File: src/hdl/sfla_pkg.sv
// Shared types and constants for the slot free-list allocator.
package sfla_pkg;

  // Fixed field widths of the stream payload.
  localparam int unsigned SLOT_W   = 6;
  localparam int unsigned COUNT_W  = 6;
  localparam int unsigned STATUS_W = 2;
  localparam int unsigned IN_TDATA_W  = 8;
  localparam int unsigned OUT_TDATA_W = 16;

  // Request kinds.
  typedef enum logic {
    KIND_ALLOC   = 1'b0,
    KIND_RELEASE = 1'b1
  } sfla_kind_e;

  // Result status codes.
  typedef enum logic [STATUS_W-1:0] {
    ST_OK           = 2'd0,
    ST_FULL         = 2'd1,
    ST_INVALID      = 2'd2,
    ST_ALREADY_FREE = 2'd3
  } sfla_status_e;

  // Controller states.
  typedef enum logic {
    S_IDLE = 1'b0,
    S_EXEC = 1'b1
  } sfla_state_e;

  // Commands from the controller to the datapath.
  typedef struct packed {
    logic capture;  // latch the request and start the table reads
    logic commit;   // update the tables and load the result register
  } sfla_cmd_t;

endpackage

File: src/hdl/sfla_ctrl.sv
// Controller state machine for the slot free-list allocator.
module sfla_ctrl (
  input  logic                clk_i,
  input  logic                rst_ni,
  input  logic                s_axis_tvalid,
  output logic                s_axis_tready,
  output logic                m_axis_tvalid,
  input  logic                m_axis_tready,
  output sfla_pkg::sfla_cmd_t cmd_o
);
  import sfla_pkg::*;

  sfla_state_e state_q, state_d;
  logic        out_valid_q, out_valid_d;
  logic        out_free;

  // The result register can take a new result when empty or being drained.
  assign out_free = !out_valid_q || m_axis_tready;

  // Next state.
  always_comb begin
    state_d = state_q;
    unique case (state_q)
      S_IDLE: begin
        if (s_axis_tvalid) begin
          state_d = S_EXEC;
        end
      end
      S_EXEC: begin
        if (out_free) begin
          state_d = S_IDLE;
        end
      end
      default: state_d = S_IDLE;
    endcase
  end

  // Outputs of the state machine.
  always_comb begin
    s_axis_tready = 1'b0;
    cmd_o         = '0;
    unique case (state_q)
      S_IDLE: begin
        s_axis_tready = 1'b1;
        cmd_o.capture = s_axis_tvalid;
      end
      S_EXEC: begin
        cmd_o.commit = out_free;
      end
      default: begin
        s_axis_tready = 1'b0;
      end
    endcase
  end

  // Result valid flag: set by a commit, cleared when the transfer completes.
  always_comb begin
    out_valid_d = out_valid_q;
    if (cmd_o.commit) begin
      out_valid_d = 1'b1;
    end else if (m_axis_tready) begin
      out_valid_d = 1'b0;
    end
  end

  assign m_axis_tvalid = out_valid_q;

  always_ff @(posedge clk_i or negedge rst_ni) begin
    if (!rst_ni) begin
      state_q     <= S_IDLE;
      out_valid_q <= 1'b0;
    end else begin
      state_q     <= state_d;
      out_valid_q <= out_valid_d;
    end
  end

endmodule

File: src/hdl/sfla_datapath.sv
// Datapath of the slot free-list allocator: link and in-use tables, head and counters.
module sfla_datapath #(
  parameter int unsigned NUM_SLOTS = 64
) (
  input  logic                               clk_i,
  input  logic                               rst_ni,
  input  sfla_pkg::sfla_cmd_t                cmd_i,
  input  logic                               req_kind_i,
  input  logic [sfla_pkg::SLOT_W-1:0]        req_slot_i,
  output logic [sfla_pkg::SLOT_W-1:0]        granted_slot_o,
  output logic [sfla_pkg::STATUS_W-1:0]      status_o,
  output logic [sfla_pkg::COUNT_W-1:0]       used_count_o
);
  import sfla_pkg::*;

  localparam int unsigned IW = (NUM_SLOTS > 2) ? $clog2(NUM_SLOTS) : 1;
  localparam int unsigned HW = $clog2(NUM_SLOTS + 1);
  localparam int unsigned CW = ((HW > SLOT_W) ? HW : SLOT_W) + 1;
  localparam int unsigned XW = IW + SLOT_W;
  localparam logic [CW-1:0] NUM_SLOTS_C = CW'(NUM_SLOTS);
  localparam logic [IW-1:0] LAST_SLOT   = IW'(NUM_SLOTS - 1);

  // Tables; entries at or above the fresh mark have never been written.
  logic [IW-1:0] link_mem [NUM_SLOTS];
  logic          flag_mem [NUM_SLOTS];

  logic [IW-1:0]      head_q, head_d;
  logic [HW-1:0]      fresh_q, fresh_d;
  logic [COUNT_W-1:0] used_q, used_d;

  // Request latched at acceptance and registered table reads.
  sfla_kind_e         kind_q;
  logic [SLOT_W-1:0]  slot_q;
  logic [IW-1:0]      link_rd_q;
  logic               flag_rd_q;

  logic [SLOT_W-1:0]  granted_q, granted_d;
  sfla_status_e       status_q, status_d;

  logic [XW-1:0]      req_slot_x;
  logic [IW-1:0]      req_idx;
  logic [XW-1:0]      slot_x;
  logic [IW-1:0]      slot_idx;
  logic [CW-1:0]      slot_c;
  logic [CW-1:0]      head_c;
  logic [CW-1:0]      fresh_c;
  logic               head_fresh;
  logic [IW-1:0]      fresh_link;
  logic [IW-1:0]      head_link;
  logic               slot_in_use;
  logic               link_we;
  logic               flag_we;
  logic [IW-1:0]      flag_addr;
  logic               flag_wdata;

  // Slot numbers resized to the table index width.
  assign req_slot_x = XW'(req_slot_i);
  assign req_idx    = req_slot_x[IW-1:0];
  assign slot_x     = XW'(slot_q);
  assign slot_idx   = slot_x[IW-1:0];
  assign slot_c     = CW'(slot_q);
  assign head_c     = CW'(head_q);
  assign fresh_c    = CW'(fresh_q);

  // Untouched entries are read as their initial link and a clear in-use flag.
  assign head_fresh  = (head_c == fresh_c);
  assign fresh_link  = (head_q == LAST_SLOT) ? '0 : head_q + IW'(1);
  assign head_link   = head_fresh ? fresh_link : link_rd_q;
  assign slot_in_use = (slot_c < fresh_c) && flag_rd_q;

  // Request evaluation and state update.
  always_comb begin
    head_d     = head_q;
    fresh_d    = fresh_q;
    used_d     = used_q;
    granted_d  = '0;
    status_d   = ST_OK;
    link_we    = 1'b0;
    flag_we    = 1'b0;
    flag_addr  = slot_idx;
    flag_wdata = 1'b0;
    if (kind_q == KIND_ALLOC) begin
      if (head_q == '0) begin
        status_d = ST_FULL;
      end else begin
        granted_d  = SLOT_W'(head_q);
        head_d     = head_link;
        used_d     = used_q + COUNT_W'(1);
        flag_we    = 1'b1;
        flag_addr  = head_q;
        flag_wdata = 1'b1;
        if (head_fresh) begin
          fresh_d = fresh_q + HW'(1);
        end
      end
    end else begin
      if ((slot_q == '0) || (slot_c >= NUM_SLOTS_C)) begin
        status_d = ST_INVALID;
      end else if (!slot_in_use) begin
        status_d = ST_ALREADY_FREE;
      end else begin
        link_we = 1'b1;
        flag_we = 1'b1;
        head_d  = slot_idx;
        used_d  = used_q - COUNT_W'(1);
      end
    end
  end

  // Control registers of the free list.
  always_ff @(posedge clk_i or negedge rst_ni) begin
    if (!rst_ni) begin
      head_q  <= IW'(1);
      fresh_q <= HW'(1);
      used_q  <= '0;
    end else if (cmd_i.commit) begin
      head_q  <= head_d;
      fresh_q <= fresh_d;
      used_q  <= used_d;
    end
  end

  // Request capture and table reads at acceptance.
  always_ff @(posedge clk_i) begin
    if (cmd_i.capture) begin
      kind_q    <= sfla_kind_e'(req_kind_i);
      slot_q    <= req_slot_i;
      link_rd_q <= link_mem[head_q];
      flag_rd_q <= flag_mem[req_idx];
    end
  end

  // Table writes at commit.
  always_ff @(posedge clk_i) begin
    if (cmd_i.commit && link_we) begin
      link_mem[slot_idx] <= head_q;
    end
    if (cmd_i.commit && flag_we) begin
      flag_mem[flag_addr] <= flag_wdata;
    end
  end

  // Result register.
  always_ff @(posedge clk_i) begin
    if (cmd_i.commit) begin
      granted_q <= granted_d;
      status_q  <= status_d;
    end
  end

  assign granted_slot_o = granted_q;
  assign status_o       = status_q;
  assign used_count_o   = used_q;

endmodule

File: src/hdl/slot_free_list_allocator_unit.sv
// Top level of the slot free-list allocator.
//
// A pool of NUM_SLOTS slot numbers kept as a last-in first-out free list; slot 0 is
// reserved. Each request on the slave stream (tuser: 0 allocate, 1 release) gives one
// result on the master stream: the granted slot, a status (0 ok, 1 pool full, 2 invalid
// slot, 3 slot already free) and the count of slots in use afterwards. A request first
// reads the link and in-use tables synchronously, then updates them and loads the result
// register. The next request is taken while a result waits to be read; the block stalls
// only when that result register is still full at update time. No clearing pass is needed
// after reset: slots never handed out are tracked by a fill mark and read back as if they
// held their reset contents.
module slot_free_list_allocator_unit #(
  parameter int unsigned NUM_SLOTS = 64
) (
  input  logic        clk_i,
  input  logic        rst_ni,
  input  logic        s_axis_tvalid,
  output logic        s_axis_tready,
  input  logic [7:0]  s_axis_tdata,   // [5:0] slot, [7:6] zero
  input  logic        s_axis_tuser,   // [0] kind
  output logic        m_axis_tvalid,
  input  logic        m_axis_tready,
  output logic [15:0] m_axis_tdata,   // [5:0] granted_slot, [11:6] used_count, [15:12] zero
  output logic [1:0]  m_axis_tuser    // [1:0] status
);
  import sfla_pkg::*;

  sfla_cmd_t            cmd;
  logic [SLOT_W-1:0]    granted_slot;
  logic [STATUS_W-1:0]  status;
  logic [COUNT_W-1:0]   used_count;

  // Handshake and sequencing.
  sfla_ctrl u_ctrl (
    .clk_i         (clk_i),
    .rst_ni        (rst_ni),
    .s_axis_tvalid (s_axis_tvalid),
    .s_axis_tready (s_axis_tready),
    .m_axis_tvalid (m_axis_tvalid),
    .m_axis_tready (m_axis_tready),
    .cmd_o         (cmd)
  );

  // Free-list tables and result formation.
  sfla_datapath #(
    .NUM_SLOTS (NUM_SLOTS)
  ) u_datapath (
    .clk_i          (clk_i),
    .rst_ni         (rst_ni),
    .cmd_i          (cmd),
    .req_kind_i     (s_axis_tuser),
    .req_slot_i     (s_axis_tdata[SLOT_W-1:0]),
    .granted_slot_o (granted_slot),
    .status_o       (status),
    .used_count_o   (used_count)
  );

  // Result packing.
  assign m_axis_tdata = {(OUT_TDATA_W - SLOT_W - COUNT_W)'(0), used_count, granted_slot};
  assign m_axis_tuser = status;

endmodule
File: config.mk
export PLATFORM = sky130hd
export DESIGN_NAME = slot_free_list_allocator_unit
export DESIGN_NICKNAME = d
export VERILOG_FILES = /design/src/hdl/sfla_pkg.sv /design/src/hdl/sfla_ctrl.sv /design/src/hdl/sfla_datapath.sv /design/src/hdl/slot_free_list_allocator_unit.sv
export SDC_FILE = /design/constraint.sdc
export NUM_CORES = 1
export LEC_CHECK = 0
export BUFFER_PORTS_ARGS = -buffer_cell sky130_fd_sc_hd__clkbuf_2
export CAP_MARGIN = 5
export CELL_PAD_IN_SITES_DETAIL_PLACEMENT = 1
export CELL_PAD_IN_SITES_GLOBAL_PLACEMENT = 1
export CORE_MARGIN = 2
export CORE_UTILIZATION = 55
export CTS_CLUSTER_DIAMETER = 100
export DETAILED_ROUTE_END_ITERATION = 12
export PLACE_DENSITY = 0.84
export REMOVE_ABC_BUFFERS = 1
export SYNTH_ARGS = -nofsm -noshare
export SYNTH_HDL_FRONTEND = slang
export SYNTH_HIERARCHICAL = 1
export SYNTH_SLANG_ARGS = --single-unit
File: constraint.sdc
create_clock -name clk_i -period 8.04 [get_ports clk_i]
set_input_delay 0.402 -clock clk_i [delete_from_list [all_inputs] [get_ports clk_i]]
set_output_delay 0.402 -clock clk_i [all_outputs]
set_load 0.005 [all_outputs]
==> reports/results.tsv <==
metric	value	unit
status	complete, no violations	
arrival	4440	ps
firstDrtPassIters	5	
max_freq	240	MHz
synth_edf_count	470	
cp_slowest_stage_delay	1040	ps
numCtsBuffers	48	
n_antenna_cell	0	
core_area	36400	sq um
ios	33	
crit_type	flip-flop to flip-flop	
grt_use_total	0.257	
crit_end	u_datapath/flag_mem[41]$_DFFE_PP_	
path_cells	inv_1 -> ha_1 -> a31o_2 -> inv_2 -> mux2_2 -> o2111ai_1 -> nor2_1	
r2r_cells	7	
tightest_slew	1240	ps
grt_pass1_wl	72400	um
antenna_found_initial	0	
total_power	7.55	mW
die_h	196	um
fillers	3130	
power.share.clock	0.294	
ys_async_sr_fraction	0.0428	
clkSinkCount	491	
irDropWorstVdd	0.175	mV
cts-htree-levels	2	
clockBufferDepth	3	
crit_path_top_delay_cell	dfstp_4	
max_slew_margin	0.172	
place_inst	1565	
antenna_left	0	
grt_overflow	0	
clkTransAtPathRegs	60	ps
r2r_setup_slack	3870	ps
combPwrFrac	0.261	
grt_pass1_vias	11600	
drt_iter0_markers	987	
drc	0	
syn_to_final_growth	10.2	%
syn_inst	1118	
whs_path_depth	1	
clk_latency	590	ps
rsz0062_at_grt	false	
post-place-ws	3850	ps
p_sw	2.32	mW
post_dp_cell_area	20700	sq um
ys_types	69	
finalCriticalPeriod	4170	ps
cts_resized	0	
root_buffer	clkbuf_16	
start_util	0.555	
yosysWarnings	6	
synth_area	20200	sq um
switching_share	0.307	
final_max_slew_viol_count	0	
power_leakage	7.10	nW
critPathRequiredTime	8310	ps
vias	10700	
setup_viol	0	
layout.nets	1175	
avgViaCountPerCell	6.46	
portBuffers	26	
stdcell_area	22300	sq um
layout-drive-gt1-share	0.218	
path_max_fanout	72	
power_frac_seq	0.445	
core.rowCount	70	
finalCritPeriodShare	0.519	
cts.hold.buffers_added	2	
routed_wl	47800	um
fin_skew	28.5	ps
r2r_end	u_datapath/flag_mem[41]$_DFFE_PP_	
hold_viol_final	0	
multiInputGateArea	5230	sq um
wire_per_inst	28.9	um
die_w	196	um
ys_seq_area_frac	0.724	
worstReg2RegStart	u_datapath/head_q[0]$_DFFE_PN1P_	
synthFlopType	edfxtp_1	
p_int	5.23	mW
syn_avg_cell_area	18.1	sq um
postCtsSetupBuffers	0	
cts_tree	built	
sequential_cell_area	14700	sq um
cp-startpoint	u_datapath/head_q[0]$_DFFE_PN1P_	
gp_congestion	0.809	
min_path_type	primary input to flip-flop	
power.density	339	nW/um^2
worstSetupEndpointType	flip-flop	
startpoint_type	flip-flop	
synth_seq_cells	491	
cap_violations	0	
grt_max_degree	82	
finalSetupTns	0	ps
die-area	38300	sq um
final_cells	1654	
dp_hpwl	28400	um
layout_setup_ws	3870	ps
critical path, delay by kind of cell (launching register included):
family / cells / cell delay, ps
simple gates: 1 / 330
fa+ha+maj: 1 / 290
compound gates: 2 / 820
mux: 1 / 350
buf+inv: 2 / 1020
flops: 1 / 1040
sequential cells by signal, indices dropped and copies added, names as in the netlist:
| signal | count |
|---|---|
| u_ctrl/state_q | 1 |
| u_datapath/head_q | 6 |
| u_datapath/slot_idx | 6 |
| u_datapath/status_o | 2 |
| u_datapath/link_mem | 384 |
| u_datapath/flag_rd_q | 1 |
| u_ctrl/m_axis_tvalid | 1 |
| u_datapath/flag_mem | 64 |
| u_datapath/granted_slot_o | 6 |
| u_datapath/fresh_q | 7 |
| u_datapath/link_rd_q | 6 |
| u_datapath/kind_q | 1 |
| u_datapath/used_count_o | 6 |
cells in the mapped netlist (3+ instances only):
cell / n / area share
a211oi_1: 5 / 0.0019
a21o_1: 5 / 0.0019
a21oi_1: 11 / 0.0027
a221oi_1: 12 / 0.0052
a22o_1: 12 / 0.0052
a22oi_1: 32 / 0.012
a31o_2: 3 / 0.0013
and3_1: 4 / 0.0012
buf_1: 7 / 0.0013
buf_2: 18 / 0.0045
buf_4: 10 / 0.0037
clkbuf_1: 30 / 0.0056
dfrtp_1: 19 / 0.024
edfxtp_1: 470 / 0.70
ha_1: 12 / 0.0074
inv_1: 17 / 0.0032
mux2_2: 9 / 0.0050
mux2i_1: 5 / 0.0025
mux4_2: 112 / 0.12
nand2_1: 40 / 0.0074
nand2b_1: 6 / 0.0019
nand3_1: 16 / 0.0040
nand3b_1: 5 / 0.0019
nor2_1: 147 / 0.027
nor2b_1: 10 / 0.0031
nor3_1: 5 / 0.0012
nor4_1: 3 / 0.00093
o211ai_2: 4 / 0.0025
o21ai_0: 9 / 0.0022
o221ai_1: 7 / 0.0030
or2_2: 4 / 0.0012
or3_1: 4 / 0.0012
xnor2_1: 13 / 0.0056
xor2_1: 4 / 0.0017
cell families (layout without fill, tap and decap cells):
| family | after synthesis | count (layout) | share of synthesized area |
|---|---|---|---|
| flops | 491 | 491 | 0.724 |
| simple gates | 255 | 255 | 0.0564 |
| buf+inv | 85 | 145 | 0.0191 |
| fa+ha+maj | 13 | 13 | 0.00842 |
| mux | 126 | 126 | 0.132 |
| xor+xnor | 17 | 17 | 0.00736 |
| other cells | 2 | 10 | 0.000371 |
| compound gates | 129 | 129 | 0.0520 |
metal layers:
layer | GRT usage | vias to the layer above | wire (um)
met5 | 0 | - | 0
met4 | 0.103 | 0 | 1800
met3 | 0.0414 | 111 | 2690
met2 | 0.441 | 378 | 24500
met1 | 0.334 | 5662 | 18700
li1 | - | 4534 | -
through the flow:
step	util	hold slack (ps)
after floorplan	-	106
after global placement	0.569	436
after detailed placement	0.569	436
after CTS	0.612	86.9
after global routing	0.612	97.3
final	0.612	111
layout by cell type, fill, tap and decap left out, drive strengths merged, types with 9 or more instances in the layout:
cell type / instances
nor2: 147
conb: 10
mux4: 112
mux2: 9
a21oi: 11
a22oi: 32
o21ai: 12
inv: 21
nor2b: 11
xnor2: 13
edfxtp: 470
clkbuf: 90
dfrtp: 19
ha: 12
buf: 11
a22o: 12
a221oi: 12
clkinv: 15
nand2: 40
nand3: 16
power by group through the flow:
| stage | combinational, mW | sequential [mW] | clock (mW) |
|---|---|---|---|
| floorplan | 1.11 | 3.65 | 0 |
| global placement | 1.82 | 3.41 | 0 |
| detailed placement | 1.94 | 3.42 | 0 |
| CTS | 1.97 | 3.36 | 2.25 |
| global route | 2.10 | 3.38 | 2.33 |
| finish | 1.97 | 3.36 | 2.22 |
worst min path at each step:
stage | slack (ps) | start | to
finish | 110 | s_axis_tdata[5] | u_datapath/slot_idx[5]$_DFFE_PP_
global placement | 440 | rst_ni | u_datapath/used_count_o[2]$_DFFE_PN0P_
detailed placement | 440 | rst_ni | u_datapath/used_count_o[2]$_DFFE_PN0P_
CTS | 90 | s_axis_tdata[5] | u_datapath/slot_idx[5]$_DFFE_PP_
global route | 100 | s_axis_tdata[5] | u_datapath/slot_idx[5]$_DFFE_PP_
floorplan | 110 | rst_ni | u_ctrl/m_axis_tvalid$_DFFE_PN0P_
cell type report:
cell class              count  share of cell area
clock buffers              64              0.0575
clock inverters            23              0.0108
inverters                  19             0.00320
multi-input cells         550               0.234
flip-flops and latches    491               0.657
well taps                 468              0.0263
repair buffers             39              0.0104
Power figures use the tool's default switching activity.
